[config.mk]
export PLATFORM = sky130hd
export DESIGN_NAME = sllb_ctrl
export DESIGN_NICKNAME = d
export VERILOG_FILES = /design/src/hw/rtl/sllb_pkg.sv /design/src/hw/rtl/sllb_ctrl.sv
export SDC_FILE = /design/constraint.sdc
export NUM_CORES = 1
export LEC_CHECK = 0
export BUFFER_PORTS_ARGS = -buffer_cell sky130_fd_sc_hd__buf_4
export CAP_MARGIN = 40
export CELL_PAD_IN_SITES_DETAIL_PLACEMENT = 1
export CELL_PAD_IN_SITES_GLOBAL_PLACEMENT = 1
export CORE_MARGIN = 2
export CORE_UTILIZATION = 31
export CTS_BUF_LIST = sky130_fd_sc_hd__clkbuf_16
export CTS_CLUSTER_DIAMETER = 50
export DETAILED_ROUTE_END_ITERATION = 8
export PLACE_DENSITY = 0.85
export SLEW_MARGIN = 20
export SYNTH_ARGS = -nofsm -noshare
export SYNTH_HDL_FRONTEND = slang
export SYNTH_SLANG_ARGS = --single-unit
[constraint.sdc]
create_clock -name clk_i -period 1.8 [get_ports clk_i]
set_clock_uncertainty 0.2 [all_clocks]
set_input_delay 0.27 -clock clk_i [delete_from_list [all_inputs] [get_ports clk_i]]
set_output_delay 0.27 -clock clk_i [all_outputs]
set_load 0.1 [all_outputs]
[src/hw/rtl/sllb_pkg.sv]
`default_nettype none

package sllb_pkg;

  // Default sizes, handed to the top level as parameter defaults
  localparam int LINES_DEF    = 224;
  localparam int PER_LINE_DEF = 8;
  localparam int SPRITES_DEF  = 64;

  // Fixed geometry
  localparam int OUT_SLOTS    = 8;
  localparam int END_Y        = 208;
  localparam int WRAP_ABOVE   = 224;
  localparam int WIDE_LINES   = 224;
  localparam int NARROW_LINES = 192;
  localparam int TALL_H       = 16;
  localparam int SHORT_H      = 8;
  localparam int SPR_W        = 6;

  // Configuration port
  localparam int CFG_IDX_W  = 2;
  localparam int CFG_DATA_W = 8;

  localparam logic [CFG_IDX_W-1:0] CFG_TALL_SPRITES = 2'd0;
  localparam logic [CFG_IDX_W-1:0] CFG_WIDE_SCREEN  = 2'd1;
  localparam logic [CFG_IDX_W-1:0] CFG_VIEW_TOP     = 2'd2;
  localparam logic [CFG_IDX_W-1:0] CFG_VIEW_HEIGHT  = 2'd3;

  typedef enum logic [1:0] {
    OP_CLEAR = 2'd0,
    OP_ADD   = 2'd1,
    OP_READ  = 2'd2
  } op_e;

  typedef struct packed {
    logic [1:0]       op;
    logic [SPR_W-1:0] sprite_number;
    logic [7:0]       sprite_y;
    logic [7:0]       line_number;
  } in_item_t;

  typedef struct packed {
    logic [3:0]       line_count;
    logic             overflow;
    logic [SPR_W-1:0] slot_0;
    logic [SPR_W-1:0] slot_1;
    logic [SPR_W-1:0] slot_2;
    logic [SPR_W-1:0] slot_3;
    logic [SPR_W-1:0] slot_4;
    logic [SPR_W-1:0] slot_5;
    logic [SPR_W-1:0] slot_6;
    logic [SPR_W-1:0] slot_7;
  } out_item_t;

  // Controller to datapath
  typedef struct packed {
    logic clear;
    logic load;
    logic eval;
    logic fill_rd;
    logic fill_wr;
    logic take_count;
    logic slot_rd;
    logic slot_cap;
    logic out_load;
  } cmd_t;

  // Datapath to controller
  typedef struct packed {
    logic add_go;
    logic wr_last;
    logic rd_none;
    logic slot_last;
    logic out_free;
  } sts_t;

endpackage

`default_nettype wire

[src/hw/rtl/sllb_ctrl.sv]
`default_nettype none

module sllb_ctrl import sllb_pkg::*; (
  input  wire logic       clk_i,
  input  wire logic       rst_ni,
  input  wire logic       in_valid_i,
  input  wire logic [1:0] in_op_i,
  output logic            in_ready_o,
  input  wire sts_t       sts_i,
  output cmd_t            cmd_o
);

  localparam logic [3:0] S_IDLE     = 4'd0;
  localparam logic [3:0] S_ADD_EVAL = 4'd1;
  localparam logic [3:0] S_ADD_RD   = 4'd2;
  localparam logic [3:0] S_ADD_WR   = 4'd3;
  localparam logic [3:0] S_RD_FILL  = 4'd4;
  localparam logic [3:0] S_RD_CNT   = 4'd5;
  localparam logic [3:0] S_RD_SLOT  = 4'd6;
  localparam logic [3:0] S_RD_CAP   = 4'd7;
  localparam logic [3:0] S_RD_DONE  = 4'd8;

  logic [3:0] state_q, state_d;
  logic       accept;

  assign in_ready_o = (state_q == S_IDLE);
  assign accept     = in_valid_i && in_ready_o;

  always_comb begin
    state_d = state_q;
    cmd_o   = '0;
    unique case (state_q)
      S_IDLE: begin
        if (accept) begin
          unique case (in_op_i)
            OP_CLEAR: cmd_o.clear = 1'b1;
            OP_ADD: begin
              cmd_o.load = 1'b1;
              state_d    = S_ADD_EVAL;
            end
            OP_READ: begin
              cmd_o.load = 1'b1;
              state_d    = S_RD_FILL;
            end
            default: ;
          endcase
        end
      end
      S_ADD_EVAL: begin
        cmd_o.eval = 1'b1;
        state_d    = sts_i.add_go ? S_ADD_RD : S_IDLE;
      end
      S_ADD_RD: begin
        cmd_o.fill_rd = 1'b1;
        state_d       = S_ADD_WR;
      end
      S_ADD_WR: begin
        cmd_o.fill_wr = 1'b1;
        state_d       = sts_i.wr_last ? S_IDLE : S_ADD_RD;
      end
      S_RD_FILL: begin
        cmd_o.fill_rd = 1'b1;
        state_d       = S_RD_CNT;
      end
      S_RD_CNT: begin
        cmd_o.take_count = 1'b1;
        state_d          = sts_i.rd_none ? S_RD_DONE : S_RD_SLOT;
      end
      S_RD_SLOT: begin
        cmd_o.slot_rd = 1'b1;
        state_d       = S_RD_CAP;
      end
      S_RD_CAP: begin
        cmd_o.slot_cap = 1'b1;
        state_d        = sts_i.slot_last ? S_RD_DONE : S_RD_SLOT;
      end
      S_RD_DONE: begin
        if (sts_i.out_free) begin
          cmd_o.out_load = 1'b1;
          state_d        = S_IDLE;
        end
      end
      default: state_d = S_IDLE;
    endcase
  end

  always_ff @(posedge clk_i or negedge rst_ni) begin
    if (!rst_ni) begin
      state_q <= S_IDLE;
    end else begin
      state_q <= state_d;
    end
  end

endmodule

`default_nettype wire

==> Word level (Yosys, flattened, before mapping) <==
Index checks and enable logic that the tools add are counted.
{ "word_totals": {"in_bits": 10, "elab_cells": 40, "out_inout_bits": 10, "ff_bits": 4} }
{ "op_classes": {"eq_ne": 13, "n_reduce_logical": 6, "muxes": 20} }
{ "op_table": {"columns": ["cell", "n"], "rows": [
  ["$pmux 4 s9", 1],
  ["$eq 4x3->1 const B", 4],
  ["$mux 4", 4],
  ["$mux 1", 10],
  ["$eq 4x2->1 const B", 2],
  ["$mux 2", 4],
  ["$pmux 4 s2", 1],
  ["$eq 4x1->1 const B", 1],
  ["$eq 4x4->1 const B", 1],
  ["$logic_not 4->1", 1],
  ["$reduce_or 2->1", 2],
  ["$ne 3x1->1 const B", 1],
  ["$reduce_and 3->1", 1],
  ["$eq 2x1->1 const B", 1],
  ["$eq 2x2->1 const B", 1],
  ["$logic_not 2->1", 1],
  ["$ne 2x1->1 const B", 1],
  ["$ne 2x2->1 const B", 1],
  ["$logic_and 1x1->1", 1]
]} }

==> Longest topological paths before layout <==
{ "depth": {"ltp_word": 5, "depth_mapped": 5, "depth_no_buf": 5} }

==> Least setup slack after synthesis <==
No wires, ideal clock.
{ "synth_timing": {"kind": "register -> output", "start": "register state_q[1]", "end": "output port cmd_o[4] (netlist bit)", "arrival_time_ns": 3.540, "path_stages_with_launch": 4, "path_buffers": 2, "setup_slack_ns": -2.210, "t_required_ns": 1.330, "path_cell_list": "dfrtp_1 -> buf_6 -> buf_4 -> nor4bb_1"} }
{ "synth_rtl": {"columns": ["element", "line", "rtl"], "rows": [
  ["start, declared", "sllb_ctrl.sv:23", "logic [3:0] state_q, state_d;"],
  ["start signal, assigned", "sllb_ctrl.sv:91", "state_q <= state_d;"],
  ["end, declared", "sllb_ctrl.sv:10", "output cmd_t cmd_o"]
]} }

==> impl_metrics.toml <==
[global_route]
antenna_found_initial = 0
grt_use_total_pct = 26.4
grt_pass1_wl_mm = 3.26
grt_max_degree = 8
grt_pass1_vias = 574
overflow = 0

[sta]
finalHoldViolCount = 0
fin_ws_ns = -0.0780
tightest_slew_ns = 0.391
clock.fmax_ghz = 0.532
slew_headroom_pct = 73.8
rsz0062_at_grt = "true"
slew_violations = 0
whs_ns = 0.138
min_period_over_period_pct = 104
final.min_clock_period_ns = 1.88
setup_violations = 10

[cts]
cts_tree = "yes"
clk_pin_slew_ns = 0.03
cts_buffer_depth = 2
cts_htree_levels = 1
cts_inserted_buffers = 3
clkSinkCount = 4
clkLatencyLatePin_ns = 0.23
clock-root-buffer = "clkbuf_16"

[layout]
register_area_sq_um = 105
antenna_cells = 0
final_common_cell = "buf_4"
fillers = 128
area_growth_pct = 112
finish.net_count = 94
drive_gt1_share_pct = 71.3
top_regs = "state_q (4)"
multi_input_area_sq_um = 354
largest_register_ff_count = 4
largest_register = "state_q"
layout_common_cells = "19 x buf_4, 7 x buf_12, 7 x buf_6"
fin_area_sq_um = 946

[detailed_routing]
final_antenna_net_count = 0
first_pass_iters = 4
highest_layer = "met4"
met1_length_um = 877
dr_wl_met3_um = 60
via_per_inst = 5.31
routed-via-count = 504
drc_errors = 0
initialDrtViolationCount = 4
wl_per_cell_um = 20.6
wl_met2_mm = 1.01
totalWireLength_mm = 1.96

[worst_setup_path]
r2r_cells = 4
cp.required_ns = 1.33
endpoint_kind = "output pin"
reg2reg_to = "state_q[0]"
critPathTopFamily = "simple AND/OR/NAND/NOR gates"
cp_slowest_cell = "dfrtp_2"
path_class = "reg -> out"
cp_max_fo = 3
worstPathArrival_ns = 1.41
cp_cell_sequence = "nor4_4 -> and3_4 -> buf_12"
r2r_slack_ns = 0.24
r2r_start = "state_q[1]"
cp_num_buf_inv = 1
cp-start-kind = "flip-flop"
max_stage_delay_ns = 0.44

[synth]
synth_area_sq_um = 445
synth_cell_types = 30
ys_warn_count = 0
ys_seq_area_share_pct = 22.5
syn_avg_cell_area_sq_um = 9.48
synth_cells = 47
syn_nets = 60
ys_ff_latch = 4

[worst_hold_path]
whs_endpoint = "state_q[3]"
hold_depth = 3
worstHoldStart = "sts_i[1]"
holdCritPathClass = "in -> reg"

[outcome]
outcome = "complete, but fails checks"
failed_checks = "setup timing"

[run]
maxCapViolations = 0

[floorplan]
core_region_area_sq_um = 1320
dieArea_sq_um = 1760
die_w_um = 41.9
row_count = 13
dieHeight_um = 41.9
design.portCount = 20
initial_core_util_pct = 33.8

[placed_design]
io_buffers = 19
preCtsSetupSlack_ns = 0.0457
placed_area_sq_um = 679
dp_hpwl_mm = 1.12
gp_congestion = 0.790
per-layer routing:
layer | vias up | track usage (%)
li1 | 238 | -
met1 | 257 | 31.4
met3 | 2 | 9.13
met5 | - | 0
met2 | 7 | 44.1
met4 | 0 | 8.39
kinds of logic (layout without fill, tap and decap cells):
logic type / after synthesis / after routing / synth area share [%]
and+or+nand+nor: 20 / 20 / 32.6
AOI/OAI and AO/OA: 9 / 9 / 18.0
buffers and inverters: 9 / 42 / 14.3
DFF: 4 / 4 / 22.5
adders and majority gates: 3 / 3 / 8.43
xor gates and xnor gates: 1 / 1 / 1.97
muxes: 1 / 1 / 2.25
how the worst max path moves through the flow:
| stage | startpoint | endpoint | cells after the start | slack (ns) |
|---|---|---|---|---|
| 6_report | state_q[2] | cmd_o[7] | 3 | -0.08 |
| 5_1_grt | state_q[2] | cmd_o[8] | 3 | -0.13 |
| 4_1_cts | state_q[0] | cmd_o[7] | 3 | -0.09 |
| 3_5_place_dp | state_q[2] | cmd_o[2] | 4 | 0.05 |
| 3_3_place_gp | state_q[2] | cmd_o[7] | 3 | 0.11 |
| 2_1_floorplan | state_q[3] | cmd_o[7] | 3 | -0.86 |
cell type report:
type / count / share of cell area [%]
Clock buffer: 3 / 7.94
Sequential cell: 4 / 11.1
Clock inverter: 1 / 0.397
Tap cell: 15 / 1.98
Multi-Input combinational cell: 34 / 37.4
Inverter: 4 / 1.85
Timing Repair Buffer: 34 / 39.3
repair_timing:
item                       4_1_cts  5_1_grt
buffers inserted                 3        2
pin swaps                        7        3
hold buffers                     1        0
hold endpoints to repair         4        0
setup endpoints to repair       10       10
gates resized for setup         33        4
gates cloned                     0        0
worst min-delay path, cell delays in order:
cell and delay (ns):
buf_4 0.09, nand4_1 0.09, o21ai_1 0.07
metrics by stage:
| step | cells | TNS (ns) | utilization, % |
|---|---|---|---|
| 2_1_floorplan | 47 | -3.79 | - |
| 3_3_place_gp | 85 | 0 | 51.6 |
| 3_5_place_dp | 85 | 0 | 51.6 |
| 4_1_cts | 93 | -0.398 | 69.3 |
| 5_1_grt | 95 | -0.879 | 71.8 |
| 6_report | 95 | -0.455 | 71.8 |
synthesized netlist by cell type:
| master | n | area [sq um] |
|---|---|---|
| a21oi_1 | 1 | 5.00 |
| o21ai_1 | 1 | 5.00 |
| a211oi_1 | 1 | 7.51 |
| o211ai_1 | 1 | 7.51 |
| o41ai_2 | 1 | 16.3 |
| nor2_1 | 3 | 11.3 |
| buf_4 | 2 | 15.0 |
| and2b_4 | 1 | 10.0 |
| nor4_4 | 1 | 21.3 |
| nor3_1 | 1 | 5.00 |
| nor4_2 | 1 | 12.5 |
| ha_1 | 3 | 37.5 |
| a32oi_1 | 1 | 8.76 |
| xnor2_1 | 1 | 8.76 |
| inv_1 | 3 | 11.3 |
| a21oi_2 | 1 | 8.76 |
| mux2i_1 | 1 | 10.0 |
| buf_6 | 3 | 33.8 |
| inv_2 | 1 | 3.75 |
| nand3_1 | 1 | 5.00 |
| and4b_1 | 1 | 10.0 |
| a2111oi_2 | 1 | 15.0 |
| nor4bb_1 | 1 | 10.0 |
| a31oi_1 | 1 | 6.26 |
| dfrtp_1 | 4 | 100 |
| nor4b_1 | 1 | 8.76 |
| nor2b_1 | 1 | 6.26 |
| nand4_1 | 1 | 6.26 |
| and3_1 | 5 | 31.3 |
| nand2_1 | 2 | 7.51 |
Power is not shown: default switching activity piles up to over one toggle a cycle in this logic, so the estimate is an artifact.
